`src/hw/rtl/rfp_pkg.sv`:
```
// shared types, constants and a helper function for the tag-reader frame parser
package rfp_pkg;

    // frame layout
    localparam int unsigned FrameBytes   = 14;
    localparam int unsigned PosWidth     = 4;
    localparam logic [PosWidth-1:0] LastPos = PosWidth'(FrameBytes - 1);
    localparam int unsigned NibbleBits   = 48;
    localparam int unsigned GapWidth     = 16;
    localparam int unsigned TagWidth     = 32;
    localparam logic [GapWidth-1:0] GapMax = '1;
    localparam logic [TagWidth-1:0] SinceMax = '1;

    // stream payload widths
    localparam int unsigned InDataWidth  = 8;
    localparam int unsigned InUserWidth  = 2;
    localparam int unsigned OutDataWidth = 72;

    // configuration port
    localparam int unsigned ApbAddrWidth = 4;
    localparam int unsigned ApbDataWidth = 32;

    // item kinds
    typedef enum logic [1:0] {
        OP_BYTE = 2'd0,
        OP_TICK = 2'd1,
        OP_ACK  = 2'd2,
        OP_NOP  = 2'd3
    } t_opcode;

    // per-item frame status
    typedef enum logic [2:0] {
        ST_IDLE      = 3'd0,
        ST_ACCEPTED  = 3'd1,
        ST_BAD_END   = 3'd2,
        ST_BAD_SUM   = 3'd3,
        ST_BAD_HEX   = 3'd4,
        ST_TIMEOUT   = 3'd5,
        ST_SYNC_DROP = 3'd6
    } t_frame_status;

    // register indexes (paddr[3:2])
    typedef enum logic [1:0] {
        REG_TAG_TIMEOUT  = 2'd0,
        REG_READ_TIMEOUT = 2'd1,
        REG_BEGIN_BYTE   = 2'd2,
        REG_END_BYTE     = 2'd3
    } t_reg_idx;

    typedef struct packed {
        logic [31:0] tag_hold_ms;
        logic [15:0] read_timeout_ms;
        logic [7:0]  begin_byte;
        logic [7:0]  end_byte;
    } t_cfg;

    typedef struct packed {
        t_frame_status frame_status;
        logic [TagWidth-1:0] pending_new_tag;
        logic [TagWidth-1:0] present_tag;
    } t_result;

    // ascii hex digit decode: bit 4 set when the byte is a hex digit
    function automatic logic [4:0] hex_decode(input logic [7:0] c);
        logic [4:0] r;
        r = 5'd0;
        if (c >= 8'h30 && c <= 8'h39) begin
            r = {1'b1, c[3:0]};
        end else if ((c >= 8'h41 && c <= 8'h46) || (c >= 8'h61 && c <= 8'h66)) begin
            r = {1'b1, c[3:0] + 4'd9};
        end
        return r;
    endfunction

endpackage

```
`src/hw/rtl/rfp_cfg_regs.sv`:
```
// apb configuration registers of the frame parser
module rfp_cfg_regs (
    input  logic                               i_clk,
    input  logic                               i_rst_n,
    input  logic                               psel,
    input  logic                               penable,
    input  logic                               pwrite,
    input  logic [rfp_pkg::ApbAddrWidth-1:0]   paddr,
    input  logic [rfp_pkg::ApbDataWidth-1:0]   pwdata,
    output logic [rfp_pkg::ApbDataWidth-1:0]   prdata,
    output logic                               pready,
    output rfp_pkg::t_cfg                      o_cfg
);

    rfp_pkg::t_cfg      r_cfg;
    rfp_pkg::t_reg_idx  w_idx;
    logic               w_wr;

    assign pready = 1'b1;
    assign w_idx  = rfp_pkg::t_reg_idx'(paddr[3:2]);
    assign w_wr   = psel & penable & pwrite;
    assign o_cfg  = r_cfg;

    // register writes
    always_ff @(posedge i_clk) begin
        if (!i_rst_n) begin
            r_cfg.tag_hold_ms     <= 32'd300;
            r_cfg.read_timeout_ms <= 16'd50;
            r_cfg.begin_byte      <= 8'd2;
            r_cfg.end_byte        <= 8'd3;
        end else if (w_wr) begin
            case (w_idx)
                rfp_pkg::REG_TAG_TIMEOUT:  r_cfg.tag_hold_ms     <= pwdata;
                rfp_pkg::REG_READ_TIMEOUT: r_cfg.read_timeout_ms <= pwdata[15:0];
                rfp_pkg::REG_BEGIN_BYTE:   r_cfg.begin_byte      <= pwdata[7:0];
                rfp_pkg::REG_END_BYTE:     r_cfg.end_byte        <= pwdata[7:0];
                default: ;
            endcase
        end
    end

    // read back
    always_comb begin
        case (w_idx)
            rfp_pkg::REG_TAG_TIMEOUT:  prdata = r_cfg.tag_hold_ms;
            rfp_pkg::REG_READ_TIMEOUT: prdata = {16'd0, r_cfg.read_timeout_ms};
            rfp_pkg::REG_BEGIN_BYTE:   prdata = {24'd0, r_cfg.begin_byte};
            rfp_pkg::REG_END_BYTE:     prdata = {24'd0, r_cfg.end_byte};
            default:                   prdata = '0;
        endcase
    end

endmodule

```
`src/hw/rtl/rfp_core.sv`:
```
// frame assembly, checksum and tag presence state, one item per step
module rfp_core (
    input  logic              i_clk,
    input  logic              i_rst_n,
    input  logic              i_step,
    input  rfp_pkg::t_opcode  i_op,
    input  logic [7:0]        i_byte,
    input  rfp_pkg::t_cfg     i_cfg,
    output rfp_pkg::t_result  o_result
);

    logic [rfp_pkg::PosWidth-1:0]   r_pos,     n_pos;
    logic [rfp_pkg::NibbleBits-1:0] r_nibbles, n_nibbles;
    logic                           r_fault,   n_fault;
    logic [rfp_pkg::GapWidth-1:0]   r_gap,     n_gap;
    logic [rfp_pkg::TagWidth-1:0]   r_cur,     n_cur;
    logic [rfp_pkg::TagWidth-1:0]   r_new,     n_new;
    logic [rfp_pkg::TagWidth-1:0]   r_since,   n_since;

    logic [4:0]                     w_hex;
    logic [7:0]                     w_ver, w_sum, w_xor;
    logic [rfp_pkg::TagWidth-1:0]   w_tag;
    logic [rfp_pkg::GapWidth-1:0]   w_gap_inc;
    logic [rfp_pkg::TagWidth-1:0]   w_since_inc;
    logic [rfp_pkg::TagWidth-1:0]   w_shown;
    rfp_pkg::t_frame_status         w_status;

    // frame fields and checksum
    assign w_hex  = rfp_pkg::hex_decode(i_byte);
    assign w_ver  = r_nibbles[47:40];
    assign w_tag  = r_nibbles[39:8];
    assign w_sum  = r_nibbles[7:0];
    assign w_xor  = w_ver ^ w_tag[31:24] ^ w_tag[23:16] ^ w_tag[15:8] ^ w_tag[7:0];

    // saturating counters
    assign w_gap_inc   = (r_gap == rfp_pkg::GapMax) ? r_gap : r_gap + 1'b1;
    assign w_since_inc = (r_since == rfp_pkg::SinceMax) ? r_since : r_since + 1'b1;

    // next state and status
    always_comb begin
        n_pos     = r_pos;
        n_nibbles = r_nibbles;
        n_fault   = r_fault;
        n_gap     = r_gap;
        n_cur     = r_cur;
        n_new     = r_new;
        n_since   = r_since;
        w_status  = rfp_pkg::ST_IDLE;
        w_shown   = r_new;
        case (i_op)
            rfp_pkg::OP_BYTE: begin
                if (r_pos == '0) begin
                    if (i_byte != i_cfg.begin_byte) begin
                        w_status = rfp_pkg::ST_SYNC_DROP;
                    end else begin
                        n_pos     = rfp_pkg::PosWidth'(1);
                        n_nibbles = '0;
                        n_fault   = 1'b0;
                        n_gap     = '0;
                    end
                end else begin
                    n_gap = '0;
                    if (r_pos >= rfp_pkg::LastPos) begin
                        n_pos = '0;
                        if (i_byte != i_cfg.end_byte) begin
                            w_status = rfp_pkg::ST_BAD_END;
                        end else if (r_fault) begin
                            w_status = rfp_pkg::ST_BAD_HEX;
                        end else if (w_xor != w_sum) begin
                            w_status = rfp_pkg::ST_BAD_SUM;
                        end else begin
                            w_status = rfp_pkg::ST_ACCEPTED;
                            if (w_tag != '0) begin
                                if (r_cur != w_tag) begin
                                    n_new = w_tag;
                                end
                                n_cur   = w_tag;
                                n_since = '0;
                            end
                        end
                    end else begin
                        n_nibbles = {r_nibbles[rfp_pkg::NibbleBits-5:0], w_hex[3:0]};
                        n_fault   = r_fault | ~w_hex[4];
                        n_pos     = r_pos + 1'b1;
                    end
                end
                w_shown = n_new;
            end
            rfp_pkg::OP_TICK: begin
                if (r_pos != '0) begin
                    if (w_gap_inc > i_cfg.read_timeout_ms) begin
                        n_pos    = '0;
                        n_gap    = '0;
                        w_status = rfp_pkg::ST_TIMEOUT;
                    end else begin
                        n_gap = w_gap_inc;
                    end
                end
                n_since = w_since_inc;
                if (r_cur != '0 && w_since_inc >= i_cfg.tag_hold_ms) begin
                    n_cur = '0;
                    n_new = '0;
                end
                w_shown = n_new;
            end
            rfp_pkg::OP_ACK: begin
                n_new = '0;
            end
            default: ;
        endcase
    end

    assign o_result.present_tag     = n_cur;
    assign o_result.pending_new_tag = w_shown;
    assign o_result.frame_status    = w_status;

    // state registers
    always_ff @(posedge i_clk) begin
        if (!i_rst_n) begin
            r_pos     <= '0;
            r_nibbles <= '0;
            r_fault   <= 1'b0;
            r_gap     <= '0;
            r_cur     <= '0;
            r_new     <= '0;
            r_since   <= '0;
        end else if (i_step) begin
            r_pos     <= n_pos;
            r_nibbles <= n_nibbles;
            r_fault   <= n_fault;
            r_gap     <= n_gap;
            r_cur     <= n_cur;
            r_new     <= n_new;
            r_since   <= n_since;
        end
    end

endmodule

```
`src/hw/rtl/rfid_frame_parser_presence.sv`:
```
// top level of the serial tag-reader frame parser with presence tracking
//
// channel   dir   handshake          payload
// s_*       in    s_tvalid/s_tready  tuser[1:0] opcode, tdata[7:0] byte_value
// m_*       out   m_tvalid/m_tready  tdata present_tag, pending_new_tag, frame_status
// apb       in    psel/penable       four registers at byte addresses 0, 4, 8, 12
//
// one item per cycle while m_* is not stalled; an accepted beat lands in the input
// register, is processed by the core as it moves into the output register and is
// then offered on m_*. state updates only when the item moves into the output
// register, so a stall on m_tready holds everything in place.
// synchronous active-low reset clears the frame state, the tags and the
// registers (tag timeout 300, read timeout 50, begin 2, end 3).
module rfid_frame_parser_presence (
    input  logic                                i_clk,
    input  logic                                i_rst_n,
    // input stream
    input  logic                                s_tvalid,
    output logic                                s_tready,
    input  logic [rfp_pkg::InDataWidth-1:0]     s_tdata,  // [7:0] byte_value
    input  logic [rfp_pkg::InUserWidth-1:0]     s_tuser,  // [1:0] opcode
    // result stream
    output logic                                m_tvalid,
    input  logic                                m_tready,
    // [31:0] present_tag, [63:32] pending_new_tag, [66:64] frame_status, rest zero
    output logic [rfp_pkg::OutDataWidth-1:0]    m_tdata,
    // configuration
    input  logic                                psel,
    input  logic                                penable,
    input  logic                                pwrite,
    input  logic [rfp_pkg::ApbAddrWidth-1:0]    paddr,
    input  logic [rfp_pkg::ApbDataWidth-1:0]    pwdata,
    output logic [rfp_pkg::ApbDataWidth-1:0]    prdata,
    output logic                                pready
);

    rfp_pkg::t_cfg     w_cfg;
    rfp_pkg::t_result  w_result;

    logic              r_in_valid;
    rfp_pkg::t_opcode  r_in_op;
    logic [7:0]        r_in_byte;
    logic              r_out_valid;
    rfp_pkg::t_result  r_out;
    logic              w_advance;
    logic              w_in_take;

    // pipeline flow control
    assign w_advance = r_in_valid & (~r_out_valid | m_tready);
    assign s_tready  = ~r_in_valid | w_advance;
    assign w_in_take = s_tvalid & s_tready;

    // input register
    always_ff @(posedge i_clk) begin
        if (!i_rst_n) begin
            r_in_valid <= 1'b0;
        end else if (w_in_take) begin
            r_in_valid <= 1'b1;
        end else if (w_advance) begin
            r_in_valid <= 1'b0;
        end
    end

    always_ff @(posedge i_clk) begin
        if (w_in_take) begin
            r_in_op   <= rfp_pkg::t_opcode'(s_tuser);
            r_in_byte <= s_tdata;
        end
    end

    rfp_cfg_regs u_cfg (
        .i_clk   (i_clk),
        .i_rst_n (i_rst_n),
        .psel    (psel),
        .penable (penable),
        .pwrite  (pwrite),
        .paddr   (paddr),
        .pwdata  (pwdata),
        .prdata  (prdata),
        .pready  (pready),
        .o_cfg   (w_cfg)
    );

    rfp_core u_core (
        .i_clk    (i_clk),
        .i_rst_n  (i_rst_n),
        .i_step   (w_advance),
        .i_op     (r_in_op),
        .i_byte   (r_in_byte),
        .i_cfg    (w_cfg),
        .o_result (w_result)
    );

    // output register
    always_ff @(posedge i_clk) begin
        if (!i_rst_n) begin
            r_out_valid <= 1'b0;
        end else if (w_advance) begin
            r_out_valid <= 1'b1;
        end else if (m_tready) begin
            r_out_valid <= 1'b0;
        end
    end

    always_ff @(posedge i_clk) begin
        if (w_advance) begin
            r_out <= w_result;
        end
    end

    assign m_tvalid = r_out_valid;
    assign m_tdata  = {5'd0, r_out};

endmodule

```
`config.mk`:
```
export PLATFORM = sky130hd
export DESIGN_NAME = rfid_frame_parser_presence
export DESIGN_NICKNAME = d
export VERILOG_FILES = /design/src/hw/rtl/rfp_pkg.sv /design/src/hw/rtl/rfp_cfg_regs.sv /design/src/hw/rtl/rfp_core.sv /design/src/hw/rtl/rfid_frame_parser_presence.sv
export SDC_FILE = /design/constraint.sdc
export NUM_CORES = 1
export LEC_CHECK = 0
export BUFFER_PORTS_ARGS = -buffer_cell sky130_fd_sc_hd__buf_2
export CAP_MARGIN = 20
export CORE_ASPECT_RATIO = 0.5
export CORE_MARGIN = 5
export CORE_UTILIZATION = 46
export DETAILED_ROUTE_END_ITERATION = 16
export SYNTH_ARGS = -nofsm -noshare
export SYNTH_HDL_FRONTEND = slang
export SYNTH_SLANG_ARGS = --single-unit
```
`constraint.sdc`:
```
create_clock -name i_clk -period 4.9 [get_ports i_clk]
set_input_delay 0.735 -clock i_clk [delete_from_list [all_inputs] [get_ports i_clk]]
set_output_delay 0.735 -clock i_clk [all_outputs]
set_load 0.005 [all_outputs]
```
Yosys cells after proc, flatten, opt, wreduce, memory -nomap -nowiden

Cells that the tools add are included.

Register bits after elaboration: 308
Bits in latches: 0
Bits in writable memories: 0
ROM bits: 0
Word-level logic and storage cells: 151
Memories kept: 0

Add/sub/neg operators: 4
Multipliers: 0
Div/mod/pow operators: 0
$lt $le $gt $ge: 9
Equal/unequal tests: 22
Shifts and indexed selects: 0
Multiplexer cells: 60
Bitwise logic cells: 14
Reductions and logical operators: 24

Operator list:

| cell                                                  | number |
|---|---|
| two-way mux 32 bit                                    | 22 |
| case mux 32 bit (2 select lines)                      | 3 |
| two-way mux 48 bit                                    | 3 |
| case mux 32 bit (4 select lines)                      | 1 |
| case mux 32 bit (3 select lines)                      | 1 |
| two-way mux 16 bit                                    | 5 |
| nonzero test 32 bit                                   | 2 |
| adder 32 x 1 -> 32 bit, second input constant         | 1 |
| equality test 32 bit, second input constant           | 1 |
| >= comparator 32 bit                                  | 1 |
| inequality test 32 bit                                | 1 |
| case mux 16 bit (2 select lines)                      | 1 |
| XOR 8 bit                                             | 4 |
| inequality test 8 bit                                 | 3 |
| two-way mux 3 bit                                     | 7 |
| two-way mux 4 bit                                     | 5 |
| adder 16 x 1 -> 16 bit, second input constant         | 1 |
| equality test 16 bit, second input constant           | 1 |
| >= comparator 8 x 7 -> 1 bit, second input constant   | 2 |
| greater-than comparator 16 bit                        | 1 |
| <= comparator 8 x 7 -> 1 bit, second input constant   | 2 |
| two-way mux 5 bit                                     | 2 |
| inequality test 2 x 1 -> 1 bit, second input constant | 5 |
| inequality test 2 bit, second input constant          | 5 |
| other kinds (26)                                      | 53 |

Logic depth before layout (Yosys ltp)

Depth in word-level cells: 11
Mapped depth: 20
Mapped depth without buffers: 17

Modules after synthesis

Synthesis repeated with hierarchy kept, for this count alone.

Cells, all modules: 1,607
Area total of the unflattened synthesis: 15,797.7 µm²

Modules (own cells, without submodules):

| module                     | instances | cells an instance | area each (µm²) | seq. area each (µm²) |
|---|---|---|---|---|
| rfp_core                   | 1         | 1,210             | 10,368.7        | 3,303.2 |
| rfp_cfg_regs               | 1         | 305               | 2,971.6         | 1,281.2 |
| rfid_frame_parser_presence | 1         | 92                | 2,457.4         | 2,352.3 |

Worst setup path after synthesis

Ideal clock, no wire load.

Path type: input-to-reg
From: input port m_tready
To: register u_core.r_gap[9] (netlist bit)
Setup time: 117 ps
Arrival time: 4,202 ps
Required time: 4,783 ps
Slack: 581 ps
Cell stages on the path: 8
Cell sequence: nor2b_1 > nor2b_1 > clkbuf_1 > o221a_2 > nor2_1 > clkbuf_1 > a31o_2 > a22o_1

Cells in the longest elaborated chain, start to end: 3

RTL lines:

| element                              | RTL line                         | RTL |
|---|---|---|
| start, declared                      | rfid_frame_parser_presence.sv:24 | `input logic m_tready,` |
| OR 1 bit                             | rfid_frame_parser_presence.sv:49 | `assign w_advance = r_in_valid & (~r_out_valid \| m_tready);` |
| bitwise AND 1 bit                    | rfid_frame_parser_presence.sv:49 |  |
| via u_core.i_step                    | rfp_core.sv:5                    | `input logic i_step,` |
| AND reduction 4 bit (no source line) | --                               |  |
| end signal, assigned                 | rfp_core.sv:131                  | `r_gap <= n_gap;` |
| end, declared                        | rfp_core.sv:15                   | `logic [rfp_pkg::GapWidth-1:0] r_gap, n_gap;` |

The timed path passes the listed nets, and every way through them passes these cells.
A chain may end at the register's enable or synchronous reset.

Worst setup path in the final report

From: register u_core.r_since[24] (netlist bit)
To: register u_core.r_new[16] (netlist bit)

Cells in the longest elaborated chain, start to end: 6

RTL lines:

| element                                                               | RTL line        | RTL |
|---|---|---|
| start, declared                                                       | rfp_core.sv:18  | `logic [rfp_pkg::TagWidth-1:0] r_since, n_since;` |
| start signal, assigned                                                | rfp_core.sv:134 | `r_since <= n_since;` |
| adder 32 x 1 -> 32 bit / equality test 32 bit (equally long branches) | rfp_core.sv:37  | `assign w_since_inc = (r_since == rfp_pkg::SinceMax) ? r_since : r_since + 1'b1;` |
| two-way mux 32 bit *                                                  | rfp_core.sv:37  |  |
| >= comparator 32 bit *                                                | rfp_core.sv:100 | `if (r_cur != '0 && w_since_inc >= i_cfg.tag_hold_ms) begin` |
| logical AND 1 bit *                                                   | rfp_core.sv:100 |  |
| two-way mux 32 bit *                                                  | rfp_core.sv:100 |  |
| case mux 32 bit (3 select lines) *                                    | rfp_core.sv:50  | `case (i_op)` |
| end signal, assigned                                                  | rfp_core.sv:133 | `r_new <= n_new;` |
| end, declared                                                         | rfp_core.sv:17  | `logic [rfp_pkg::TagWidth-1:0] r_new, n_new;` |

Mark *: on every way between the ends. The rest lies on a longest branch, timed or not.

==> results.txt <==
Final Hold Viols = 0
Int Pwr = 0.00408 W
share of post-route cells with drive strength above 1 = 15.2%
Die H = 140 um
Mapped Cells = 1651
Reg power frac = 50.4%
Avg Inst Size Synth = 9.35 sq um
Logic pwr share = 4.8%
worst stage delay on the critical path = 0.60 ns
Final period util = 90.2%
unrepaired setup endpoints after global routing = false
Synth cell types = 66
routed length per instance = 19.0 um
DRT Wirelength = 41700 um
Sw Share = 22.9%
Post-synth ARST share = 0%
Clock power frac = 44.9%
Port Buffer Count = 151
Clock Path Buffers = 3
Hold WC Path Type = primary input to flip-flop
Layout area overhead = 13.7%
detailed placer's ending HPWL = 28600 um
DR DRC count = 0
GRT Total Usage = 21.5%
Synth area leader = dfxtp_1
Mapped Area = 15400 sq um
Most used DFF post-synth = dfxtp_1
crit path max fanout = 32
DRT antenna net count = 0
Clock Latency Late Sink = 0.59 ns
kind of critical path = flip-flop to flip-flop
Peak Freq = 226 MHz
critical path capture point type = flip-flop
cts hold-fix bufs = 0
clk sink count = 308
Clock Pin Slew Worst Setup and Hold Paths = 0.07 ns
gp weighted congestion = 0.874
crit path max-delay cell type = nor4_1
CP cell instances = and4_1, and3_1, and2_1, nor4_1, nand3_1, xnor2_1, ha_1, nand3_1, a21boi_0, a2111oi_0, o31ai_1, a22oi_1, buf_4, mux2i_1, nand3b_1, buf_12, a32o_1
Final Max Tran Viols = 0
status = finished, final reports clean
Crit path required time = 5.42 ns
n_diodes = 0
max-cap check violation count = 0
Final Critical Period = 4.42 ns
CP startpoint kind = flip-flop
CTS tree = done
Critical Path AT = 4.94 ns
vias in the first global route = 12700
Rel. slew slack = 33.9%
first-pass GRT wire length = 67300 um
first-pass detailed-route iteration total = 5
metal2 WL = 20200 um
CP dominant cell by count = nand3_1
actual slew at the worst max-slew pin = 0.988 ns
Post-Synth Adder-Cell Area = 4.78%
Reg2Reg Depth = 17
fraction of the mapped netlist area in simple logic gates = 16.1%
core area = 33100 sq um
worst vdd ir = 0.000258 V
Row Count = 47
Die Span X = 269 um
static leakage = 7.01 nW
1st-iter DRT viols = 947
die area = 37600 sq um
pwr dens = 301 nW/um^2
initial antenna violation count = 0
most frequent cells after synthesis = dfxtp_1 (231), nand2_1 (192), a21oi_1 (129)
Net Sw Power = 0.00121 W
Max Used Layer = met4
H-tree depth = 1
synth top area cells = dfxtp_1 (30%), edfxtp_1 (15%), a22o_1 (6.2%)
Starting Density = 46.6%
flop-to-flop setup slack = 0.48 ns
skew final = 0.0243 ns
Post-Synth XOR/XNOR Area = 7.63%
I/O pin cnt = 160
most frequent cell after synthesis = dfxtp_1
via count = 12700
Yosys Warn Count = 0
largest family of logic cells by synthesized area = compound AO/OA/AOI/OAI gates
Fin Hold WS = 0.332 ns
WHS Path Cells = 1
setup tns final = 0 ns
register bit total from synthesis = 308
fin nets = 1838
multiplexer share of the synthesized area = 2.93%
EDFF count, synth = 77
post-CTS setup repair buffer count = 0
DRT met1 WL = 18500 um
Yosys top cell area share = 29.9%
largest net degree at the start of global routing = 79
DR WL met3 = 2110 um
Final setup viols = 0
Root Driver = clkbuf_16
sequential area share after synthesis = 44.9%
Via density = 5.81
Gates resized, CTS repair = 0
grt ovf = 0
post-synthesis compound-gate area fraction = 18.2%
Num CTS Buffers = 29
-- per-stage QoR --
| step | std cells | power (W) | setup WS (ns) | cell area [sq um] | util (%) |
|---|---|---|---|---|---|
| 6_report | 2190 | 0.00529 | 0.482 | 17600 | 53.0 |
| 3_5_place_dp | 2135 | 0.00297 | 0.596 | 16500 | 49.9 |
| 4_1_cts | 2189 | 0.00536 | 0.570 | 17500 | 52.9 |
| 2_1_floorplan | 1655 | 0.00286 | 0.581 | 15500 | - |
| 3_3_place_gp | 2135 | 0.00297 | 0.676 | 16500 | 49.9 |
| 5_1_grt | 2190 | 0.00549 | 0.0807 | 17600 | 53.0 |
-- power groups by stage --
stage | Clock [W] | Sequential (W) | Combinational (W)
2_1_floorplan | 0 | 0.00272 | 0.000137
3_3_place_gp | 0 | 0.00272 | 0.000248
5_1_grt | 0.00255 | 0.00266 | 0.000278
4_1_cts | 0.00244 | 0.00266 | 0.000255
3_5_place_dp | 0 | 0.00272 | 0.000254
6_report | 0.00237 | 0.00266 | 0.000253
-- cell families (layout without fill, tap and decap cells) --
family | count (synthesis) | count (layout)
buf+inv | 210 | 304
other cells | 2 | 6
xor+xnor | 122 | 122
mux | 35 | 35
simple gates | 519 | 519
compound gates | 396 | 396
fa+ha+maj | 59 | 59
flops | 308 | 308
-- layout by cell type, fill, tap and decap left out, drive strengths merged, types with 59 or more instances in the layout --
master | synthesis | routed
nand3 | 89 | 89
a22o | 109 | 109
ha | 59 | 59
nor2 | 81 | 81
xor2 | 60 | 60
buf | 31 | 180
dfxtp | 231 | 231
a21oi | 129 | 129
edfxtp | 77 | 77
nand2 | 192 | 192
inv | 70 | 71
-- worst max-delay path: cells and delay by family, from the launching register on --
kind	cells	cell delay [ns]
AO/OA/AOI/OAI	5	1.11
XOR/XNOR	1	0.19
adder cells (fa/ha/maj)	1	0.31
buffers and inverters	2	0.42
flip-flops	1	0.38
multiplexers	1	0.09
AND/OR/NAND/NOR	7	1.87
-- state kept, by name (all words and copies together) (netlist names), 2 cells and up --
| signal | cells |
|---|---|
| m_tdata | 67 |
| r_in_byte | 8 |
| r_in_op | 2 |
| u_cfg.o_cfg | 64 |
| u_core.r_cur | 32 |
| u_core.r_gap | 16 |
| u_core.r_new | 32 |
| u_core.r_nibbles | 48 |
| u_core.r_pos | 4 |
| u_core.r_since | 32 |
-- final cells by class --
class | count | area, sq um
clock buffer | 40 | 900
clock inverter | 14 | 120
fill | 3014 | 15500
inverter | 70 | 264
multi-input combinational | 1137 | 7730
sequential | 308 | 6940
tap | 441 | 552
timing repair buffer | 180 | 1060
-- layer usage --
| layer | global-route usage (%) | vias up |
|---|---|---|
| li1 | - | 6125 |
| met1 | 28.0 | 6220 |
| met2 | 37.9 | 313 |
| met3 | 3.51 | 60 |
| met4 | 5.36 | 0 |
| met5 | 0 | - |
-- final timing paths --
check                                                     start                            end
worst max-delay path            u_core.r_since[24]$_SDFFE_PN0P_  u_core.r_new[16]$_SDFFE_PN0P_
worst min-delay path                                 s_tdata[2]         r_in_byte[2]$_DFFE_PP_
worst max register to register  u_core.r_since[24]$_SDFFE_PN0P_  u_core.r_new[16]$_SDFFE_PN0P_
worst min register to register     u_cfg.o_cfg[58]$_SDFFE_PN0P_   u_cfg.o_cfg[58]$_SDFFE_PN0P_
No activity file was read; power rests on OpenSTA's default activity.
